`config.mk`:
```
export PLATFORM = sky130hd
export DESIGN_NAME = multipart_header_field_extractor_top
export DESIGN_NICKNAME = d
export VERILOG_FILES = /design/src/mhfe_pkg.sv /design/src/multipart_header_field_extractor_top.sv
export SDC_FILE = /design/constraint.sdc
export NUM_CORES = 1
export LEC_CHECK = 0
export ABC_AREA = 0
export BUFFER_PORTS_ARGS = -buffer_cell sky130_fd_sc_hd__buf_4
export CAP_MARGIN = 10
export CORE_ASPECT_RATIO = 0.75
export CORE_UTILIZATION = 65
export CTS_BUF_LIST = sky130_fd_sc_hd__clkbuf_8
export DETAILED_ROUTE_END_ITERATION = 8
export GPL_ROUTABILITY_DRIVEN = 0
export MAX_ROUTING_LAYER = met4
export PLACE_DENSITY_LB_ADDON = 0.12
export SLEW_MARGIN = 10
export SYNTH_ARGS = -nofsm -noshare
export SYNTH_HDL_FRONTEND = slang
export SYNTH_SLANG_ARGS = --single-unit
```
`constraint.sdc`:
```
create_clock -name aclk -period 6.5 [get_ports aclk]
set_clock_uncertainty 0.05 [all_clocks]
set_input_delay 1.625 -clock aclk [delete_from_list [all_inputs] [get_ports aclk]]
set_output_delay 1.625 -clock aclk [all_outputs]
set_load 0.02 [all_outputs]
```
`src/mhfe_pkg.sv`:
```
package mhfe_pkg;

    // matcher phase per line
    typedef enum logic [1:0] {
        PH_SEARCH  = 2'd0,
        PH_SKIP    = 2'd1,
        PH_CAPTURE = 2'd2,
        PH_DONE    = 2'd3
    } phase_t;

    // special characters
    localparam logic [7:0] NL_CHAR    = 8'd10;
    localparam logic [7:0] QUOTE_CHAR = 8'd34;
    localparam logic [7:0] SPACE_CHAR = 8'd32;
    localparam logic [7:0] ZERO_CHAR  = 8'd48;
    localparam logic [7:0] NINE_CHAR  = 8'd57;

    // pattern storage, last character in the low byte
    localparam int PAT_MAX_LEN = 15;
    typedef logic [8*PAT_MAX_LEN-1:0] pat_vec_t;

    localparam pat_vec_t   PAT_BOUNDARY = pat_vec_t'("boundary=");
    localparam logic [3:0] LEN_BOUNDARY = 4'd9;
    localparam pat_vec_t   PAT_FILENAME = pat_vec_t'("filename");
    localparam logic [3:0] LEN_FILENAME = 4'd8;
    localparam pat_vec_t   PAT_LENGTH   = pat_vec_t'("Content-Length:");
    localparam logic [3:0] LEN_LENGTH   = 4'd15;

    // bytes skipped after filename before capture
    localparam logic [3:0] FNAME_SKIP = 4'd2;

    localparam int         LEN_W   = 31;
    localparam logic [LEN_W-1:0] LEN_MAX = {LEN_W{1'b1}};

    typedef struct packed {
        logic [3:0] pos;
        logic       hit;
    } match_res_t;

    // character p of a pattern of length len
    function automatic logic [7:0] pat_char(input pat_vec_t pat, input logic [3:0] len,
                                            input logic [3:0] p);
        logic [3:0] idx;
        idx = len - 4'd1 - p;
        return pat[8*idx +: 8];
    endfunction

    // one step of a border-free pattern matcher
    function automatic match_res_t match_step(input pat_vec_t pat, input logic [3:0] len,
                                              input logic [3:0] pos, input logic [7:0] c);
        logic [3:0] p;
        match_res_t r;
        p = (pos >= len) ? 4'd0 : pos;
        if (c == pat_char(pat, len, p)) begin
            p = p + 4'd1;
        end else begin
            p = (c == pat_char(pat, len, 4'd0)) ? 4'd1 : 4'd0;
        end
        if (p >= len) begin
            r.pos = 4'd0;
            r.hit = 1'b1;
        end else begin
            r.pos = p;
            r.hit = 1'b0;
        end
        return r;
    endfunction

endpackage

```
`src/multipart_header_field_extractor_top.sv`:
```
// an accepted input word passes the input register, then the result register, before it shows on m_valid
// throughput: one input word per cycle while the result channel does not stall;
// matcher state updates as each word leaves the input register, so the per-byte
// matcher logic sets the rate; words that cause no result leave nothing on the result channel
// reset: synchronous active-low aresetn clears both registers' valid flags
// and all matcher state
module multipart_header_field_extractor_top (
    input  logic                      aclk,
    input  logic                      aresetn,
    input  logic                      s_valid,
    output logic                      s_ready,
    input  logic [7:0]                s_text_byte,
    input  logic                      s_final_byte,
    output logic                      m_valid,
    input  logic                      m_ready,
    output logic [7:0]                m_char_out,
    output logic                      m_boundary_char,
    output logic                      m_filename_char,
    output logic                      m_boundary_end,
    output logic                      m_filename_end,
    output logic                      m_length_valid,
    output logic [mhfe_pkg::LEN_W-1:0] m_length_value
);
    import mhfe_pkg::*;

    // input register
    logic             in_valid_reg;
    logic [7:0]       in_byte_reg;
    logic             in_final_reg;

    // matcher state
    logic [3:0]       b_pos_reg, b_pos_next;
    phase_t           b_phase_reg, b_phase_next;
    logic [3:0]       f_pos_reg, f_pos_next;
    phase_t           f_phase_reg, f_phase_next;
    logic [3:0]       l_pos_reg, l_pos_next;
    phase_t           l_phase_reg, l_phase_next;
    logic [LEN_W-1:0] acc_reg, acc_next;

    // result register
    logic             out_valid_reg;
    logic [7:0]       char_reg, char_next;
    logic             b_char_reg, b_char_next;
    logic             f_char_reg, f_char_next;
    logic             b_end_reg, b_end_next;
    logic             f_end_reg, f_end_next;
    logic             l_valid_reg, l_valid_next;
    logic [LEN_W-1:0] l_value_reg, l_value_next;

    logic             advance;
    logic             has_result;
    logic             is_nl;
    logic             line_end;
    logic             is_digit;
    match_res_t       b_match, f_match, l_match;
    logic [LEN_W+3:0] acc_mul;

    // handshake
    assign advance = in_valid_reg && (!out_valid_reg || m_ready);
    assign s_ready = !in_valid_reg || advance;

    assign is_nl    = (in_byte_reg == NL_CHAR);
    assign line_end = is_nl || in_final_reg;
    assign is_digit = (in_byte_reg >= ZERO_CHAR) && (in_byte_reg <= NINE_CHAR);

    assign b_match = match_step(PAT_BOUNDARY, LEN_BOUNDARY, b_pos_reg, in_byte_reg);
    assign f_match = match_step(PAT_FILENAME, LEN_FILENAME, f_pos_reg, in_byte_reg);
    assign l_match = match_step(PAT_LENGTH, LEN_LENGTH, l_pos_reg, in_byte_reg);

    // acc * 10 + digit
    assign acc_mul = {1'b0, acc_reg, 3'b000} + {3'b000, acc_reg, 1'b0}
                   + {{(LEN_W-4){1'b0}}, in_byte_reg - ZERO_CHAR};

    // matcher updates and result for the word in the input register
    always_comb begin
        b_pos_next   = b_pos_reg;
        b_phase_next = b_phase_reg;
        f_pos_next   = f_pos_reg;
        f_phase_next = f_phase_reg;
        l_pos_next   = l_pos_reg;
        l_phase_next = l_phase_reg;
        acc_next     = acc_reg;
        char_next    = 8'd0;
        b_char_next  = 1'b0;
        f_char_next  = 1'b0;
        b_end_next   = 1'b0;
        f_end_next   = 1'b0;
        l_valid_next = 1'b0;
        l_value_next = '0;

        if (!is_nl) begin
            // boundary
            case (b_phase_reg)
                PH_SEARCH: begin
                    b_pos_next = b_match.pos;
                    if (b_match.hit) begin
                        b_phase_next = PH_CAPTURE;
                    end
                end
                PH_CAPTURE: b_char_next = 1'b1;
                default: ;
            endcase

            // filename
            case (f_phase_reg)
                PH_SEARCH: begin
                    f_pos_next = f_match.pos;
                    if (f_match.hit) begin
                        f_phase_next = PH_SKIP;
                        f_pos_next   = 4'd0;
                    end
                end
                PH_SKIP: begin
                    f_pos_next = f_pos_reg + 4'd1;
                    if (f_pos_next >= FNAME_SKIP) begin
                        f_pos_next   = 4'd0;
                        f_phase_next = PH_CAPTURE;
                    end
                end
                PH_CAPTURE: begin
                    if (in_byte_reg == QUOTE_CHAR) begin
                        f_end_next   = 1'b1;
                        f_phase_next = PH_DONE;
                    end else begin
                        f_char_next = 1'b1;
                    end
                end
                default: ;
            endcase

            // content length
            case (l_phase_reg)
                PH_SEARCH: begin
                    l_pos_next = l_match.pos;
                    if (l_match.hit) begin
                        l_phase_next = PH_SKIP;
                        acc_next     = '0;
                    end
                end
                PH_SKIP, PH_CAPTURE: begin
                    if (is_digit) begin
                        acc_next     = (acc_mul > {4'd0, LEN_MAX}) ? LEN_MAX
                                                                   : acc_mul[LEN_W-1:0];
                        l_phase_next = PH_CAPTURE;
                    end else if (!(l_phase_reg == PH_SKIP && in_byte_reg == SPACE_CHAR)) begin
                        l_phase_next = PH_DONE;
                    end
                end
                default: ;
            endcase

            if (b_char_next || f_char_next) begin
                char_next = in_byte_reg;
            end
        end

        // end of line: report and clear
        if (line_end) begin
            if (b_phase_next == PH_CAPTURE) begin
                b_end_next = 1'b1;
            end
            if (f_phase_next == PH_SKIP || f_phase_next == PH_CAPTURE) begin
                f_end_next = 1'b1;
            end
            if (l_phase_next != PH_SEARCH) begin
                l_valid_next = 1'b1;
                l_value_next = acc_next;
            end
            b_pos_next   = 4'd0;
            b_phase_next = PH_SEARCH;
            f_pos_next   = 4'd0;
            f_phase_next = PH_SEARCH;
            l_pos_next   = 4'd0;
            l_phase_next = PH_SEARCH;
            acc_next     = '0;
        end
    end

    assign has_result = b_char_next || f_char_next || b_end_next || f_end_next
                      || l_valid_next;

    // input register
    always_ff @(posedge aclk) begin
        if (!aresetn) begin
            in_valid_reg <= 1'b0;
        end else if (s_ready) begin
            in_valid_reg <= s_valid;
        end
        if (s_valid && s_ready) begin
            in_byte_reg  <= s_text_byte;
            in_final_reg <= s_final_byte;
        end
    end

    // matcher state
    always_ff @(posedge aclk) begin
        if (!aresetn) begin
            b_pos_reg   <= 4'd0;
            b_phase_reg <= PH_SEARCH;
            f_pos_reg   <= 4'd0;
            f_phase_reg <= PH_SEARCH;
            l_pos_reg   <= 4'd0;
            l_phase_reg <= PH_SEARCH;
            acc_reg     <= '0;
        end else if (advance) begin
            b_pos_reg   <= b_pos_next;
            b_phase_reg <= b_phase_next;
            f_pos_reg   <= f_pos_next;
            f_phase_reg <= f_phase_next;
            l_pos_reg   <= l_pos_next;
            l_phase_reg <= l_phase_next;
            acc_reg     <= acc_next;
        end
    end

    // result register
    always_ff @(posedge aclk) begin
        if (!aresetn) begin
            out_valid_reg <= 1'b0;
        end else if (advance) begin
            out_valid_reg <= has_result;
        end else if (m_ready) begin
            out_valid_reg <= 1'b0;
        end
        if (advance) begin
            char_reg    <= char_next;
            b_char_reg  <= b_char_next;
            f_char_reg  <= f_char_next;
            b_end_reg   <= b_end_next;
            f_end_reg   <= f_end_next;
            l_valid_reg <= l_valid_next;
            l_value_reg <= l_value_next;
        end
    end

    assign m_valid         = out_valid_reg;
    assign m_char_out      = char_reg;
    assign m_boundary_char = b_char_reg;
    assign m_filename_char = f_char_reg;
    assign m_boundary_end  = b_end_reg;
    assign m_filename_end  = f_end_reg;
    assign m_length_valid  = l_valid_reg;
    assign m_length_value  = l_value_reg;

endmodule

```
==> results_dict.tcl, run 1 <==
set metrics [dict create \
    status "complete, no violations" \
    sw_frac_of_total_pct 28.0 \
    layoutNonFillerInstCount 1201 \
    ys_warn_count 0 \
    drc_errors 0 \
    power.leakage_nw 3.78 \
    path_buf_inv 3 \
    cts_root_buf "clkbuf_8" \
    grt_util_all_layers_pct 35.8 \
    dp.cells 1185 \
    syn_to_final_growth_pct 6.14 \
    ys_seq_area_share_pct 29.7 \
    fmax_ghz 0.201 \
    path_max_fanout 29 \
    drive_gt1_share_pct 10.7 \
    combPwrFrac_pct 9.2 \
    min_period_over_period_pct 76.7 \
    slew-limit-headroom_pct 29.8 \
    die_w_um 136 \
    crit_arrival_ps 5090 \
    clkLatencyLatePin_ps 420 \
    cp_slowest_cell "edfxtp_1" \
    grt-ovfl-total 0 \
    post_cts_buffers 0 \
    cts_made_buffers 9 \
    power_frac_seq_pct 58.6 \
    core_um2 13100 \
    final_antenna_net_count 0 \
    synth_seq_cells 104 \
    tightestPinTransition_ps 1050 \
    setup_tns_ps 0 \
    drt_iter0_drc 975 \
    rsz0062_at_grt "false" \
    clkTransAtPathRegs_ps 110 \
    synth_cell_types 84 \
    synth_flop_cell "edfxtp_1" \
    cts_buffer_depth 2 \
    initial_core_util_pct 67.2 \
    grt_pass1_vias 7015 \
    critPathLaunchType "register" \
    avgSynthCellArea_um2 8.65 \
    cp-end-kind "register" \
    cts_hold_buffers 0 \
    fin_util_pct 71.4 \
    finalMaxSlewViolations 0 \
    io_pins 59 \
    htree_levels 3 \
    synth-edff-count 53 \
    layout.nets 1121 \
    clock-sinks 104 \
    rrSetupSlack_ps 1520 \
    critPathTopFamily "compound AO/OA/AOI/OAI gates" \
    synthArstFlopShare_pct 0 \
    hold_viol_final 0 \
    syn-num-nets 1112 \
    synthCells 1016 \
    cp.required_ps 6610 \
    wirelength_um 23600 \
    max-vdd-ir-drop_mv 0.123 \
    portBuffers 58 \
    die_y_um 103 \
    crit_chain "inv_1, fa_1, inv_1, fa_1, a21oi_1, nor2_1, o31ai_1, nand3_1, o21ai_0, a211o_1, nand3_2, buf_4, o311ai_0, o21ai_1" \
    p_clk_share_pct 32.2 \
    critPathKind "reg -> reg" \
    p_per_area_nw_per_um2 131 \
    row_count 36 \
    wl_per_cell_um 19.7 \
    setup_viol 0 \
    period_minus_slack_ps 4980 \
    drt-vias-per-instance 6.68 \
    dieArea_um2 14000 \
    min_path_type "reg -> reg" \
    cts_resized 0 \
    syn_area_um2 8780 \
    grt_start_max_net_pins 50 \
    dr.pass1.iters 5 \
    intPower_mw 0.876 \
    grt_pass1_wl_um 37200 \
    drv_cap 0 \
    routed-via-count 8022 \
    cts_tree "done" \
    slowest_delay_ps 620 \
    diodes 0 \
    p_switching_mw 0.340 \
    dp_hpwl_um 17500 \
    antenna_found_initial 0 \
]
-- Yosys cell counts (4+ instances only) --
| cell type | number | area (um2) |
|---|---|---|
| nor3_4 | 4 | 65.1 |
| o311a_1 | 5 | 50.1 |
| o21a_1 | 6 | 45.0 |
| o21ai_0 | 53 | 265 |
| and2_1 | 28 | 175 |
| o31ai_1 | 9 | 67.6 |
| mux2i_1 | 5 | 50.1 |
| dfxtp_1 | 51 | 1020 |
| o311ai_1 | 4 | 35.0 |
| a21o_1 | 10 | 75.1 |
| a21oi_1 | 57 | 285 |
| fa_1 | 6 | 120 |
| clkbuf_1 | 38 | 143 |
| o2bb2ai_1 | 4 | 35.0 |
| a31o_2 | 5 | 43.8 |
| o31a_1 | 7 | 61.3 |
| edfxtp_1 | 53 | 1590 |
| nand2_1 | 95 | 357 |
| a21boi_0 | 7 | 52.6 |
| nand2b_1 | 13 | 81.3 |
| buf_4 | 10 | 75.1 |
| and3_1 | 12 | 75.1 |
| nor2_1 | 73 | 274 |
| nand4_1 | 10 | 62.6 |
| or3_1 | 10 | 62.6 |
| o311ai_0 | 5 | 43.8 |
| a211o_1 | 7 | 61.3 |
| a22o_1 | 13 | 114 |
| xor2_1 | 16 | 140 |
| ha_1 | 77 | 963 |
| a31oi_1 | 9 | 56.3 |
| a32o_1 | 18 | 180 |
| xnor2_1 | 24 | 210 |
| a211oi_1 | 17 | 128 |
| o211ai_1 | 16 | 120 |
| nor2b_1 | 25 | 156 |
| nor4_1 | 10 | 62.6 |
| nor3b_1 | 4 | 30.0 |
| nand3_1 | 36 | 180 |
| buf_2 | 13 | 65.1 |
| nor3_1 | 19 | 95.1 |
| o21ai_1 | 15 | 75.1 |
| inv_1 | 36 | 135 |
| and4_1 | 6 | 52.6 |
-- power groups by stage --
stage,clock [mW],sequential (mW),combinational [mW]
global route,0.411,0.714,0.120
detailed placement,0,0.727,0.109
CTS,0.390,0.712,0.110
finish,0.392,0.713,0.112
global placement,0,0.726,0.107
floorplan,0,0.731,0.0662
-- final cells by class --
class                           count  area [um2]
Sequential cell                   104        2610
Multi-Input combinational cell    810        5710
Clock inverter                      7        45.0
Timing Repair Buffer               64         480
Clock buffer                        9         124
Tap cell                          171         214
Fill cell                        1074        3740
Inverter                           36         135
-- kinds of logic after synthesis --
logic type / count (synthesis) / synth area share, %
buffers and inverters: 102 / 5.23
adders and majority gates: 83 / 12.3
muxes: 8 / 0.954
AOI/OAI and AO/OA: 311 / 25.3
xor gates and xnor gates: 40 / 3.99
and+or+nand+nor: 368 / 22.4
DFF: 104 / 29.7
-- worst register-to-register path, cell delays in order (launching register included) --
cell      delay, ps
edfxtp_1        620
inv_1           210
fa_1            560
inv_1            70
fa_1            450
a21oi_1         220
nor2_1           80
o31ai_1         300
nand3_1         230
o21ai_0         390
a211o_1         230
nand3_2         470
buf_4           410
o311ai_0        310
o21ai_1         110
-- cells in the final DEF (no fill, tap or decap), types with 10 or more instances in the layout --
cell      count
a211oi_1     17
a21o_1       10
a21oi_1      57
a22o_1       13
a32o_1       18
and2_1       28
and3_1       12
buf_4        64
dfxtp_1      51
edfxtp_1     53
ha_1         77
inv_1        36
nand2_1      95
nand2b_1     13
nand3_1      36
nand4_1      10
nor2_1       73
nor2b_1      25
nor3_1       19
nor4_1       10
o211ai_1     16
o21ai_0      53
o21ai_1      15
or3_1        10
xnor2_1      24
xor2_1       16
-- final timing paths --
path | startpoint | to | cells past startpoint
worst min-delay path | b_phase_reg[0] | b_phase_reg[0] | 2
worst max-delay path | in_byte_reg[3] | m_length_value[10] | 14
worst max register to register | in_byte_reg[3] | m_length_value[10] | 14
worst min register to register | b_phase_reg[0] | b_phase_reg[0] | 2
-- layer usage --
metal  global-route usage (%)  up-vias  wire (um)
met5                        -        -          0
met4                     8.38        0        407
met3                     8.01       44       2450
met2                     49.6      413       9650
met1                     52.2     3744      11100
li1                         -     3821          -
-- through the flow --
stage / area, um2 / power [mW] / hold WS (ps) / setup WS (ps)
2_1_floorplan: 8780 / 0.797 / 386 / 2510
3_3_place_gp: 9150 / 0.833 / 405 / 1750
4_1_cts: 9320 / 1.21 / 428 / 1640
6_report: 9320 / 1.22 / 434 / 1520
3_5_place_dp: 9150 / 0.836 / 412 / 1680
5_1_grt: 9320 / 1.25 / 456 / 1140
(Power assumes the default switching activity.)
==> run 2, diff against run 1 <==
--- a/config.mk
+++ b/config.mk
@@ -9,7 +9,7 @@
 export BUFFER_PORTS_ARGS = -buffer_cell sky130_fd_sc_hd__buf_4
 export CAP_MARGIN = 10
 export CORE_ASPECT_RATIO = 0.75
-export CORE_UTILIZATION = 65
+export CORE_UTILIZATION = 58
 export CTS_BUF_LIST = sky130_fd_sc_hd__clkbuf_8
 export DETAILED_ROUTE_END_ITERATION = 8
 export GPL_ROUTABILITY_DRIVEN = 0
==> constraint.sdc (replaced) <==
create_clock -name aclk -period 4 [get_ports aclk]
set_clock_uncertainty 0.05 [all_clocks]
set_input_delay 1 -clock aclk [delete_from_list [all_inputs] [get_ports aclk]]
set_output_delay 1 -clock aclk [all_outputs]
set_load 0.02 [all_outputs]
==> results_dict.tcl, run 2 (synthesis gave the netlist of run 1 again) <==
set metrics [dict create \
    cts_made_buffers 9 \
    grt-ovfl-total 0 \
    clkTransAtPathRegs_ps 110 \
    layout_common_cells "buf_4 (120), nand2_1 (95), ha_1 (74), nor2_1 (73)" \
    drc_errors 0 \
    fmax_ghz 0.256 \
    drt_iter0_drc 1033 \
    reg2reg_from "in_byte_reg[5]" \
    period_minus_slack_ps 3910 \
    cp.required_ps 4110 \
    rrSetupSlack_ps 90 \
    cts_hold_buffers 0 \
    drt-vias-per-instance 6.38 \
    totalPowerFinal_mw 2.03 \
    wl_per_cell_um 19.4 \
    syn_to_final_growth_pct 14.0 \
    setup_tns_ps 0 \
    die_y_um 109 \
    cts_tree "done" \
    dieArea_um2 15600 \
    crit_arrival_ps 4010 \
    drive_gt1_share_pct 17.5 \
    startpoint "in_byte_reg[5]" \
    finalMaxSlewViolations 0 \
    diodes 0 \
    antenna_found_initial 0 \
    hold_viol_final 0 \
    rsz0062_at_grt "true" \
    min_path_type "reg -> reg" \
    power.leakage_nw 4.11 \
    layout.nets 1182 \
    clkLatencyLatePin_ps 410 \
    critPathLaunchType "register" \
    grt_util_all_layers_pct 33.8 \
    core_um2 14600 \
    p_per_area_nw_per_um2 203 \
    dr.pass1.iters 6 \
    setup_viol 0 \
    min_period_over_period_pct 97.6 \
    critPathKind "reg -> reg" \
    slew-limit-headroom_pct 41.8 \
    portBuffers 58 \
    grt_start_max_net_pins 45 \
    htree_levels 3 \
    cts_root_buf "clkbuf_8" \
    dp_hpwl_um 18800 \
    path_max_fanout 16 \
    routed-via-count 8231 \
    crit_path_end "m_length_value[2]" \
    io_pins 59 \
    drv_cap 0 \
    grt_pass1_vias 7320 \
    cts_buffer_depth 2 \
    status "complete, no violations" \
    dp.cells 1270 \
    wirelength_um 25000 \
    reg2reg_depth 14 \
    cp-end-kind "register" \
    row_count 38 \
    r2r_end "m_length_value[2]" \
    tightestPinTransition_ps 873 \
    die_w_um 144 \
    max-vdd-ir-drop_mv 0.201 \
    fillers 1249 \
    initial_core_util_pct 60.0 \
    placed_cell_area_um2 9650 \
    fin_area_um2 10000 \
    final_antenna_net_count 0 \
    grt_pass1_wl_um 38900 \
    layoutNonFillerInstCount 1291 \
    layout_commonest_cell "buf_4" \
    clock-sinks 104 \
]
-- run 2: changes by cell type in the layout (fill, tap and decap cells not counted), moves of 3 or more --
| cell | change |
|---|---|
| ha_1 | -3 |
| ha_4 | +3 |
| buf_4 | +56 |
| buf_12 | +3 |
| a21oi_1 | -4 |
| a21boi_1 | +3 |
| o21ai_0 | -3 |
| a21boi_0 | -3 |
| a21oi_2 | +3 |
-- run 2: worst min path at each step --
stage	startpoint	end	slack, ps	depth (start not counted)
final	b_phase_reg[0]	b_phase_reg[0]	420	2
after global routing	b_phase_reg[0]	b_phase_reg[0]	460	2
after CTS	b_phase_reg[0]	b_phase_reg[0]	420	2
after detailed placement	b_phase_reg[0]	b_phase_reg[0]	410	2
after global placement	b_phase_reg[0]	b_phase_reg[0]	400	2
after floorplan	b_phase_reg[0]	b_phase_reg[0]	390	2
-- run 2: where the power goes --
group          switching [mW]  leakage (nW)  internal [mW]
Clock                   0.415        0.0892          0.232
Combinational           0.145          3.09         0.0906
Sequential            0.00960         0.927           1.14
Total                   0.569          4.11           1.46
-- run 2: per-stage QoR --
step / utilization [%] / hold WS [ps] / setup WS (ps)
detailed placement: 65.9 / 406 / -86.8
global placement: 65.9 / 402 / 52.4
global route: 68.4 / 457 / -34.2
floorplan: - / 386 / 138
finish: 68.4 / 422 / 94.5
CTS: 67.2 / 423 / 8.32
-- run 2: repair_timing --
action	CTS	global route
setup buffers	0	4
setup endpoints to repair	13	60
gates cloned	0	1
pin swaps	1	10
resized for setup	4	28
-- run 2: per-layer routing --
layer | routed length (um) | share of wire (%) | vias to the layer above | track usage (%)
li1 | - | - | 3943 | -
met1 | 12300 | 49 | 3892 | 50.8
met2 | 9760 | 39 | 365 | 45.3
met3 | 2610 | 10 | 31 | 7.93
met4 | 321 | 1.3 | 0 | 6.76
met5 | 0 | 0 | - | -
-- run 2: critical path, stage by stage, from the launching register on --
cell	delay [ps]
edfxtp_1	450
buf_4	190
inv_1	70
ha_1	240
fa_1	440
ha_1	250
a21oi_2	200
nor2b_4	80
o21ai_0	230
o211ai_1	220
o31a_1	340
and3_2	290
buf_4	210
o311ai_1	300
o21ai_1	110
-- run 2: final cells by class --
cell class                      count  area [um2]  area share (%)
Clock buffer                        9         124            1.24
Inverter                           36         135            1.35
Multi-Input combinational cell    810        5840            58.3
Tap cell                          200         250            2.50
Timing Repair Buffer              125         997            9.96
Clock inverter                      7        53.8           0.537
Sequential cell                   104        2610            26.1
==> run 3, diff against run 2 <==
--- a/config.mk
+++ b/config.mk
@@ -9,6 +9,7 @@
 export BUFFER_PORTS_ARGS = -buffer_cell sky130_fd_sc_hd__buf_4
 export CAP_MARGIN = 10
 export CORE_ASPECT_RATIO = 0.75
+export CORE_MARGIN = 8
 export CORE_UTILIZATION = 58
 export CTS_BUF_LIST = sky130_fd_sc_hd__clkbuf_8
 export DETAILED_ROUTE_END_ITERATION = 8
==> results_dict.tcl, run 3 (synthesis gave the netlist of run 1 again) <==
set metrics [dict create \
    wirelength_um 25300 \
    diodes 0 \
    p_per_area_nw_per_um2 199 \
    min_path_type "reg -> reg" \
    htree_levels 3 \
    crit_chain "a21oi_2, xor2_2, fa_1, ha_4, nand3_1, nor4_2, o21ai_1, o211ai_1, buf_4, o2111ai_1, nand3_1, and4_4, buf_4, nand2_1, a32o_1" \
    path_max_fanout 7 \
    clkLatencyLatePin_ps 410 \
    path_buf_inv 2 \
    io_pins 59 \
    hold_viol_final 0 \
    core_um2 15000 \
    cts_root_buf "clkbuf_8" \
    slowest_delay_ps 500 \
    cp.required_ps 4110 \
    syn_to_final_growth_pct 16.0 \
    critPathLaunchType "register" \
    cp-end-kind "register" \
    antenna_found_initial 0 \
    dieArea_um2 19400 \
    grt-ovfl-total 0 \
    drv_cap 0 \
    placed_cell_area_um2 9750 \
    grt_start_max_net_pins 28 \
    critPathTopFamily "simple AND/OR/NAND/NOR gates" \
    fin_area_um2 10200 \
    clkTransAtPathRegs_ps 110 \
    dp.cells 1289 \
    setup_viol 0 \
    drt_iter0_drc 944 \
    grt_pass1_vias 7419 \
    cp_slowest_cell "fa_1" \
    final_antenna_net_count 0 \
    pre_cts_slack_ps -82.1 \
    initial_core_util_pct 58.4 \
    cts_hold_buffers 0 \
    drt-vias-per-instance 6.33 \
    cts_tree "done" \
    wl_per_cell_um 19.3 \
    layout.nets 1198 \
    layout_common_cells "buf_4 (137), nand2_1 (94), nor2_1 (73), ha_1 (71)" \
    layoutNonFillerInstCount 1312 \
    setup_ws_ps 40.1 \
    period_minus_slack_ps 3960 \
    drc_errors 0 \
    crit_arrival_ps 4070 \
    power.leakage_nw 4.19 \
    die_w_um 158 \
    cts_made_buffers 9 \
    fmax_ghz 0.253 \
    cts_buffer_depth 2 \
    die_y_um 123 \
    rsz0062_at_grt "true" \
    portBuffers 58 \
    layout_commonest_cell "buf_4" \
    status "complete, no violations" \
    dr.pass1.iters 6 \
    clock-sinks 104 \
    grt_pass1_wl_um 39600 \
    max-vdd-ir-drop_mv 0.152 \
    slew-limit-headroom_pct 48.6 \
    min_period_over_period_pct 99.0 \
    grt_util_all_layers_pct 26.8 \
    hold_slack_ps 441 \
    finalMaxSlewViolations 0 \
    row_count 39 \
    routed-via-count 8303 \
    tightestPinTransition_ps 768 \
    critPathKind "reg -> reg" \
    dp_hpwl_um 19100 \
    drive_gt1_share_pct 20.0 \
    setup_tns_ps 0 \
]
run 3: repair_timing:
item                       CTS  global route
pin swaps                    1            14
gates cloned                 0             0
buffers inserted             0             7
setup endpoints to repair   27            60
resized for setup            6            39
run 3: final cells by class:
class	count	area, um2
flip-flops and latches	104	2610
inverters	36	135
fillers	1280	4840
clock buffers	9	124
clock inverters	7	55.1
repair buffers	141	1100
well taps	205	256
multi-input cells	810	5900
run 3: path summary, 6_finish.rpt:
path	slack, ps	from	cells after the start	end
worst min register to register	440	b_phase_reg[0]	2	b_phase_reg[0]
worst max register to register	40	in_byte_reg[5]	15	m_length_value[23]
worst min-delay path	440	b_phase_reg[0]	2	b_phase_reg[0]
worst max-delay path	40	in_byte_reg[5]	15	m_length_value[23]
run 3: stage by stage:
step                utilization, %  power, mW
floorplan                        -       1.30
global placement              64.9       1.39
detailed placement            64.9       1.39
CTS                           66.1       2.02
global route                  67.8       2.09
finish                        67.8       2.03
run 3: worst reg2reg max path, stage by stage, from the launching register on:
cell       delay (ps)
edfxtp_1          460
a21oi_2           220
xor2_2            110
fa_1              500
ha_4              310
nand3_1           210
nor4_2            320
o21ai_1           150
o211ai_1          160
buf_4             190
o2111ai_1         140
nand3_1           170
and4_4            250
buf_4             170
nand2_1            90
a32o_1            210
run 3: where the power goes:
| group | leakage (nW) | total [mW] | switching (mW) | internal (mW) |
|---|---|---|---|---|
| combinational | 3.17 | 0.238 | 0.146 | 0.0916 |
| clock | 0.0915 | 0.644 | 0.411 | 0.233 |
| sequential | 0.928 | 1.15 | 0.00948 | 1.14 |
| total | 4.19 | 2.03 | 0.566 | 1.46 |
run 3: per-layer routing:
metal | wire (um) | track usage, % | vias to the layer above
met2 | 10100 | 35.7 | 405
met5 | 0 | - | -
met1 | 12000 | 39.2 | 3877
met4 | 353 | 6.17 | 0
met3 | 2840 | 7.11 | 33
li1 | - | - | 3988
